<file path="src/hdl/text_console_cursor_scroll_defines.svh">
// ---------------------------------------------------------------------------
// text console assertion macros
// shared concurrent assertion forms for the console modules
// ---------------------------------------------------------------------------
`ifndef TEXT_CONSOLE_CURSOR_SCROLL_DEFINES_SVH
`define TEXT_CONSOLE_CURSOR_SCROLL_DEFINES_SVH

// condition holds at every edge out of reset
`define ASSERT_ALWAYS(label, clk, rst_n, cond) \
    label: assert property (@(posedge clk) disable iff (!rst_n) (cond)) \
        else $error("console assertion failed");

// antecedent implies consequent in the same cycle
`define ASSERT_SAME(label, clk, rst_n, ante, cons) \
    label: assert property (@(posedge clk) disable iff (!rst_n) (ante) |-> (cons)) \
        else $error("console assertion failed");

// antecedent implies consequent in the next cycle
`define ASSERT_NEXT(label, clk, rst_n, ante, cons) \
    label: assert property (@(posedge clk) disable iff (!rst_n) (ante) |=> (cons)) \
        else $error("console assertion failed");

`endif

</file>
<file path="src/hdl/tcc_pkg.sv">
// ---------------------------------------------------------------------------
// tcc_pkg
// shared codes, constants and controller/datapath interface types
// ---------------------------------------------------------------------------
package tcc_pkg;

    localparam logic [1:0] MODE_PUT   = 2'd0;
    localparam logic [1:0] MODE_READ  = 2'd1;
    localparam logic [1:0] MODE_CLEAR = 2'd2;

    localparam logic [7:0] NEWLINE_CODE = 8'd10;
    localparam logic [7:0] SPACE_CODE   = 8'd32;
    localparam logic [7:0] RESET_COLOR  = 8'd7;

    // commands from controller to datapath
    typedef struct packed {
        logic load_item;
        logic put;
        logic read_cell;
        logic home;
        logic copy_prime;
        logic copy_step;
        logic fill_step;
        logic fill_reset;
        logic finish;
    } tcc_cmd_t;

    // status from datapath to controller
    typedef struct packed {
        logic [1:0] mode;
        logic       scroll_needed;
        logic       copy_last;
        logic       sweep_last;
    } tcc_status_t;

endpackage

</file>
<file path="src/hdl/tcc_ctrl.sv">
// ---------------------------------------------------------------------------
// tcc_ctrl
// sequencer for put, read, clear, scroll copy and reset clearing
// ---------------------------------------------------------------------------
`include "text_console_cursor_scroll_defines.svh"

module tcc_ctrl
    import tcc_pkg::*;
(
    input  logic        clk,
    input  logic        rst_n,
    input  logic        start,
    input  tcc_status_t status,
    output tcc_cmd_t    cmd,
    output logic        busy,
    output logic        done
);

    typedef enum logic [2:0] {
        S_INIT,
        S_IDLE,
        S_EXEC,
        S_COPY_PRIME,
        S_COPY,
        S_FILL_ROW,
        S_CLEAR,
        S_RESP
    } state_t;

    state_t state_reg;
    state_t state_next;
    logic   done_reg;
    logic   done_next;

    always_comb
    begin
        state_next = state_reg;
        done_next  = 1'b0;
        cmd        = '0;
        case (state_reg)
            S_INIT:
            begin
                cmd.fill_step  = 1'b1;
                cmd.fill_reset = 1'b1;
                if (status.sweep_last)
                begin
                    state_next = S_IDLE;
                end
            end
            S_IDLE:
            begin
                if (start)
                begin
                    cmd.load_item = 1'b1;
                    state_next    = S_EXEC;
                end
            end
            S_EXEC:
            begin
                case (status.mode)
                    MODE_PUT:
                    begin
                        cmd.put    = 1'b1;
                        state_next = status.scroll_needed ? S_COPY_PRIME : S_RESP;
                    end
                    MODE_READ:
                    begin
                        cmd.read_cell = 1'b1;
                        state_next    = S_RESP;
                    end
                    MODE_CLEAR:
                    begin
                        cmd.home   = 1'b1;
                        state_next = S_CLEAR;
                    end
                    default:
                    begin
                        state_next = S_RESP;
                    end
                endcase
            end
            S_COPY_PRIME:
            begin
                cmd.copy_prime = 1'b1;
                state_next     = S_COPY;
            end
            S_COPY:
            begin
                cmd.copy_step = 1'b1;
                if (status.copy_last)
                begin
                    state_next = S_FILL_ROW;
                end
            end
            S_FILL_ROW, S_CLEAR:
            begin
                cmd.fill_step = 1'b1;
                if (status.sweep_last)
                begin
                    state_next = S_RESP;
                end
            end
            S_RESP:
            begin
                cmd.finish = 1'b1;
                done_next  = 1'b1;
                state_next = S_IDLE;
            end
            default:
            begin
                state_next = S_IDLE;
            end
        endcase
    end

    always_ff @(posedge clk or negedge rst_n)
    begin
        if (!rst_n)
        begin
            state_reg <= S_INIT;
            done_reg  <= 1'b0;
        end
        else
        begin
            state_reg <= state_next;
            done_reg  <= done_next;
        end
    end

    assign busy = (state_reg != S_IDLE);
    assign done = done_reg;

    `ASSERT_NEXT(a_done_single, clk, rst_n, done, !done)
    `ASSERT_NEXT(a_accept_busy, clk, rst_n, start && !busy, busy)
    `ASSERT_SAME(a_done_idle, clk, rst_n, done, !busy)

endmodule

</file>
<file path="config.mk">
export PLATFORM = sky130hd
export DESIGN_NAME = tcc_ctrl
export DESIGN_NICKNAME = d
export VERILOG_FILES = /design/src/hdl/tcc_pkg.sv /design/src/hdl/tcc_ctrl.sv
export VERILOG_INCLUDE_DIRS = /design/src /design/src/hdl
export SDC_FILE = /design/constraint.sdc
export NUM_CORES = 1
export LEC_CHECK = 0
export ABC_CLOCK_PERIOD_IN_PS = 1780
export BUFFER_PORTS_ARGS = -buffer_cell sky130_fd_sc_hd__buf_4
export CORE_AREA = 2 2 39 41
export CTS_BUF_LIST = sky130_fd_sc_hd__clkbuf_4
export CTS_CLUSTER_DIAMETER = 200
export DETAILED_ROUTE_END_ITERATION = 16
export DIE_AREA = 0 0 41 43
export GPL_TIMING_DRIVEN = 0
export PLACE_DENSITY = 0.56
export SLEW_MARGIN = 20
export SYNTH_ARGS = -nofsm -noshare
export SYNTH_HDL_FRONTEND = slang
export SYNTH_SLANG_ARGS = --single-unit
</file>
<file path="constraint.sdc">
create_clock -name clk -period 1.78 [get_ports clk]
set_input_delay 0.356 -clock clk [delete_from_list [all_inputs] [get_ports clk]]
set_output_delay 0.356 -clock clk [all_outputs]
set_load 0.01 [all_outputs]
</file>
Word-level counts from Yosys, hierarchy flattened:

Cells that the tools add are included.

* equal/unequal tests: 14
* reductions and logical operators: 5
* multiplexer cells: 18

Operators by type and width (number)
* $pmux 3 s7: 1
* $mux 3: 6
* $eq 3x3->1 const B: 4
* $mux 1: 10
* $ne 2x2->1 const B: 4
* $eq 3x2->1 const B: 2
* $pmux 3 s2: 1
* $reduce_and 4->1: 1
* $eq 3x1->1 const B: 1
* $logic_not 3->1: 1
* $ne 3x1->1 const B: 1
* $reduce_or 3->1: 1
* $eq 2x1->1 const B: 1
* $eq 2x2->1 const B: 1
* $logic_not 2->1: 1
* $reduce_or 2->1: 1

* output and inout bits: 11
* logic and storage cells: 39
* input bits: 8
* flip-flop bits (word level): 4

Longest topological paths before layout:

Gate-level depths: netlist of the first run.

* word-level depth: 4
* mapped depth: 4
* mapped depth without buffers: 3

Worst setup path before layout of the first run:

OpenSTA, ideal clock, no wires.

* kind: register to output
* start point: reg state_reg[0]
* end point: out cmd[6] (netlist bit)
* slack: 0.284 ns
* arrival: 1.140 ns
* data required time: 1.424 ns
* cell stages (with the launch flop): 4
* path buffers: 0
* cell sequence: dfrtp_1 nand2b_1 or2_1 nor3b_1

RTL lines
* start, declared: RTL line tcc_ctrl.sv:30 `state_t state_reg;`
* start signal, assigned: RTL line tcc_ctrl.sv:125 `state_reg <= state_next;`
* end, declared: RTL line tcc_ctrl.sv:14 `output tcc_cmd_t cmd,`

==> summary.md, run 1 <==
| Metric | Value |
|---|---|
| Worst setup margin | 74.3 ps |
| Top routing layer in use | met4 |
| 1st-pass router iterations | 3 |
| Worst hold path endpoint | state_reg[1] |
| Met1 routed wirelength after detailed routing | 278 µm |
| Worst R2R End | state_reg[2] |
| Total core area | 1380 µm² |
| H-Tree Level Count | 1 |
| Drt first-iter violations | 1 |
| Endpoint required time on the critical path | 1420 ps |
| Via density | ~4.4 |
| Kind of critical path | flop to output port |
| Count of mapped cells out of synthesis | 35 |
| Startpoint type of the worst setup path | flop |
| Sum of met2 wire segment lengths after detailed routing | 428 µm |
| DRC violations left | 0 |
| Sum of routed wire length over all layers | roughly 770 µm |
| Worst hold path startpoint | status[0] |
| Worst VDD drop | 0.485 mV |
| Largest area contributor in the synthesized netlist | dfrtp_1 |
| Worst slew slack as a fraction of its limit | 0.874 |
| Width of the die | around 41 µm |
| Via count | 324 |
| Number of endpoints failing setup at the final stage | 0 |
| Nets | 68 |
| Cells taking the most area after synthesis | dfrtp_1 35%, mux2i_1 7.0%, nand2b_1 6.6% |
| Total leakage power | 0.000259 µW |
| Root Buffer | clkbuf_4 |
| Period minus WS final | 1710 ps |
| CTS buffer count | 3 |
| Final clock period utilization by the worst path | 0.958 |
| Effective utilization at floorplan | 0.206 |
| Seq cells post-synth | 4 |
| Cell Chain, Critical Path | buf_6 -> nand2b_4 -> or2_1 -> nor2_2 -> buf_4 |
| Number of violations of the max-capacitance limit | 0 |
| Result of the run | completed |
| Worst path arrival time | 1350 ps |
| Antenna violations before repair | 0 |
| Post-route setup TNS | 0 ps |
| Grt total ovfl | 0 |
| Amount of wire on met3 after detailed routing | 39 µm |
| Max-slew violation count | 0 |
| Average instance area after synthesis | slightly above 8 µm² |
| HP Class | input pin to flop |
| Reg2Reg Setup Slack | 380 ps |
| Power per standard cell area | 1520 nW/µm² |
| Synthesized Nets | 43 |
| Number of cell instances on the worst register-to-register path | 4 |
| Clk slew on worst S/H paths | around 40 ps |
| Portion of synthesized cell area occupied by the leading cell type | 0.351 |
| Clock tree skew after final layout | 2.29 ps |
| Buffers added on ports | 18 |
| Critical-path maximum fanout | 10 |
| Ports | 19 |
| Ys Warns | 0 |
| Crit Reg-Reg Startpoint | state_reg[0] |
| Synth cell types | 18 |
| Total routing usage reported by global routing | 0.110 |
| Vias in the first global route | 320 |
| Chip height | 43 µm |
| Critical-path top delay cell | dfrtp_1 |
| Skew-Pair Late Insertion Delay | 240 ps |
| Most common library cell in the layout ignoring fill and taps | buf_4 |
| CP Capture Type | output port |
| Number of cells traversed by the worst hold path | 3 |
| Sum of internal, switching and leakage power | roughly 800 µW |
| Worst Setup Slack post-DPL | 201 ps |
| Final Wtd Congestion | 0.665 |
| Antenna cells | 0 |
| Most frequent cells in the layout | 20 x buf_4, 3 x nor2_1, 3 x a21oi_1, 3 x clkbuf_4, 3 x dfrtp_1 |
| Antenna violation net count after detailed routing | 0 |
| Seq/Total Area, Yosys | 0.351 |
| Placement row count | 14 |
| Highest achievable clock rate | 0.586 GHz |
| Synthesis-to-finish area growth | 81.6% |
| Largest net degree at the start of global routing | 11 |
| Worst hold slack across all endpoints | 442 ps |
| Clock tree from TritonCTS | done |
| Maximum root-to-sink buffer count | 2 |
| Overall die area | 1760 µm² |
| Largest register FFs | 3 |
| Final HPWL DP | 527 µm |
| Ratio of cells with drive above 1 in the final layout | 0.569 |
| Sink Count | 4 |
| Count of endpoints failing hold in the final timing report | 0 |
| Worst slew pin tran | 189 ps |
| Crit path largest cell delay | 360 ps |
| Global-route wire length before repair | 1240 µm |
| Routed len/inst | 10.4 µm |
| Cell area after synthesis | 285 µm² |
[worst max-delay path, delay by kind of cell, from the launching register on]
family        cells  cell delay [ps]
simple gates      3              490
buf+inv           2              260
flops             1              360
[cells in the mapped netlist]
master / number
dfrtp_1: 4
nand2_1: 1
mux2i_1: 2
o22ai_1: 1
nor3_1: 2
inv_1: 2
buf_2: 2
or2_1: 2
nor2_1: 4
xor2_1: 1
nand2b_1: 3
or4b_1: 1
nand3b_1: 1
nor3b_1: 2
and3_2: 1
o21ai_0: 2
a21oi_1: 3
buf_4: 1
[where the power goes]
part           internal [µW]  leakage [µW]  switching (µW)
Sequential               133     0.0000466            15.4
Clock                   75.6     0.0000138            40.1
Combinational            264      0.000199             257
[final cells by class]
| class | instances | area, µm² |
|---|---|---|
| timing repair buffer | 20 | 153 |
| sequential | 4 | 101 |
| clock buffer | 3 | 22.5 |
| tap | 16 | 20.0 |
| fill | 146 | 866 |
| buffer | 3 | 23.8 |
| multi-input combinational | 26 | 190 |
| inverter | 2 | 7.51 |
[repair_timing]
| action | in CTS | in global routing |
|---|---|---|
| setup buffers | 1 | 0 |
| pin swaps | 0 | 3 |
| hold buffers | 1 | 0 |
| endpoints found under the setup margin | 3 | 4 |
| endpoints found under the hold margin | 4 | 0 |
| cloned | 0 | 0 |
| resized for setup | 1 | 9 |
[logic make-up after synthesis]
family	synth area share
muxes	0.0702
buffers and inverters	0.0877
DFF	0.351
and+or+nand+nor	0.351
AOI/OAI and AO/OA	0.110
xor gates and xnor gates	0.0307
[stage by stage]
stage           util  cell area (µm²)  std cells
4_1_cts        0.348              482         74
3_3_place_gp   0.318              440         69
6_report       0.374              518         74
3_5_place_dp   0.318              440         69
5_1_grt        0.374              518         74
2_1_floorplan      -              285         35
[how the worst max path moves through the flow]
stage,startpoint,to,slack [ps],cells after the start
CTS,state_reg[1],cmd[6],2,5
global placement,state_reg[0],cmd[6],200,4
finish,state_reg[1],cmd[8],70,5
floorplan,state_reg[0],cmd[6],280,3
detailed placement,state_reg[0],cmd[6],200,4
global route,state_reg[2],cmd[7],-20,4
[metal layers]
metal  track usage  vias to the layer above
met2         0.169                       11
li1              -                      167
met3        0.0314                        3
met1         0.110                      143
met5             0                        -
met4         0.100                        0
Note: power is estimated with default switching activity, not from simulation.
==> inputs of run 2 (changes only) <==
Settings changed: CELL_PAD_IN_SITES_DETAIL_PLACEMENT set to 0, CELL_PAD_IN_SITES_GLOBAL_PLACEMENT set to 1, PLACE_DENSITY 0.56 to 0.72.
==> run 2 against run 1 <==
Compared with the run above:
- via count decreased by 3.4%
- clock power about the same
- critical path depth decreased by 1
- maximum frequency decreased by 1.4%
- critical endpoint is now cmd[6]
- largest cell class is now non-clock buffers
==> summary.md, run 2 (same netlist as run 1, synthesis figures left out) <==
| Metric | Value |
|---|---|
| Result of the run | completed |
| Total leakage power | about 0.00024 µW |
| Largest register FFs | 3 |
| Number of violations of the max-capacitance limit | 0 |
| Highest achievable clock rate | between 0.5 and 0.6 GHz |
| Largest net degree at the start of global routing | 11 |
| Effective utilization at floorplan | 0.206 |
| Worst slew slack as a fraction of its limit | 0.882 |
| Clock tree from TritonCTS | done |
| Clock tree skew after final layout | ~3.6 ps |
| Reg2Reg Setup Slack | 400 ps |
| Worst path arrival time | about 1400 ps |
| Maximum root-to-sink buffer count | 2 |
| Number of endpoints failing setup at the final stage | 0 |
| Fraction of the core area covered by cells at the end of the flow | 0.350 |
| Most frequent cells in the layout | 21 x buf_4, 4 x nor2_1 |
| Kind of critical path | flop to output port |
| Post-route cell area | a little under 500 µm² |
| Overall die area | about 1800 µm² |
| Final clock period utilization by the worst path | 0.972 |
| Placement row count | 14 |
| DRC violations left | 0 |
| Sum of routed wire length over all layers | 684 µm |
| CTS buffer count | 3 |
| Width of the die | 41 µm |
| Placed Cells incl. Taps | 69 |
| Antenna violations before repair | 0 |
| Ratio of cells with drive above 1 in the final layout | 0.466 |
| Root Buffer | clkbuf_4 |
| Start point of the critical path | state_reg[2] |
| Global-route wire length before repair | 1160 µm |
| Worst VDD drop | 0.427 mV |
| Power per standard cell area | 1490 nW/µm² |
| Final HPWL DP | between 400 and 500 µm |
| Endpoint required time on the critical path | 1420 ps |
| Max-slew violation count | 0 |
| Flip-flop and latch area | 101 µm² |
| Sink Count | 4 |
| Ports | 19 |
| 1st-pass router iterations | 4 |
| Number of cells traversed by the worst hold path | 3 |
| Via count | 313 |
| RSZ-0062 raised after global routing | true |
| Worst hold path startpoint | status[0] |
| Most common library cell in the layout ignoring fill and taps | buf_4 |
| Total core area | 1380 µm² |
| Nets | 68 |
| Synthesis-to-finish area growth | 69.7% |
| Total routing usage reported by global routing | 0.105 |
| Post-route setup TNS | 0 ps |
| Buffers added on ports | 18 |
| Worst slew pin tran | approximately 180 ps |
| Multi-input gate area in the final layout | around 160 µm² |
| H-Tree Level Count | 1 |
| Via density | 4.23 |
| Worst hold slack across all endpoints | 442 ps |
| Period minus WS final | 1730 ps |
| HP Class | input pin to flop |
| Cell area after placement | 440 µm² |
| Vias in the first global route | around 290 |
| Antenna violation net count after detailed routing | 0 |
| Chip height | approximately 43 µm |
| Antenna cells | 0 |
| Clk slew on worst S/H paths | 40 ps |
| Worst R2R End | state_reg[2] |
| Skew-Pair Late Insertion Delay | 240 ps |
| CP Capture Type | output port |
| Count of placed standard cells in the final layout, fillers left out | 74 |
| Grt total ovfl | 0 |
| Worst hold path endpoint | state_reg[0] |
| Startpoint type of the worst setup path | flop |
| Critical-path maximum fanout | 10 |
| Routed len/inst | 9.24 µm |
| Fill cell count | 143 |
| Drt first-iter violations | 10 |
| Count of endpoints failing hold in the final timing report | 0 |
| Number of cell instances on the worst register-to-register path | 4 |
| Crit Reg-Reg Startpoint | state_reg[0] |
| Final Wtd Congestion | between 0.7 and 0.8 |
-- run 2: cell counts in the layout (fill, tap and decap cells not counted) --
Identical to the previous run, type by type.
-- run 2: worst max-delay path: stages (launching register included) --
cell and delay [ps]:
dfrtp_1 340, buf_2 180, or2_1 270, nor3b_1 200
buf_4 150
-- run 2: where the power goes --
part	leakage [µW]	total, µW	switching (µW)	internal, µW
sequential	0.0000466	144	11.0	133
combinational	0.000183	466	233	232
clock	0.0000138	113	37.5	75.4
total	0.000243	722	282	441
-- run 2: repair_timing --
action / CTS / global route
resized for setup: 1 / 2
endpoints found under the setup margin: 2 / 4
hold endpoints to repair: 4 / 0
hold buffers: 1 / 0
setup buffers: 1 / 0
-- run 2: final cells by class --
class | instances | area share
clock buffer | 3 | 0.0465
sequential | 4 | 0.209
timing repair buffer | 20 | 0.315
tap | 16 | 0.0413
multi-input combinational | 26 | 0.331
buffer | 3 | 0.0413
inverter | 2 | 0.0155
-- run 2: worst max path at each step --
stage          cells past startpoint      to  slack, ps
2_1_floorplan                      3  cmd[6]        280
3_3_place_gp                       4  cmd[6]        200
3_5_place_dp                       4  cmd[6]        210
4_1_cts                            5  cmd[6]        0.1
5_1_grt                            5  cmd[8]        -20
6_report                           4  cmd[6]         50
-- run 2: routing by layer --
| layer | track usage | part of all wire | routed length (µm) |
|---|---|---|---|
| met1 | 0.117 | 0.41 | 282 |
| met2 | 0.134 | 0.49 | 334 |
| met3 | 0.0366 | 0.060 | 41 |
| met4 | 0.120 | 0.037 | 25 |
| met5 | 0 | 0 | 0 |
-- run 2: through the flow --
step                setup WS, ps  total power [µW]
floorplan                    284               418
global placement             202               585
detailed placement           207               589
CTS                        0.104               725
global route               -20.7               788
finish                      50.1               722
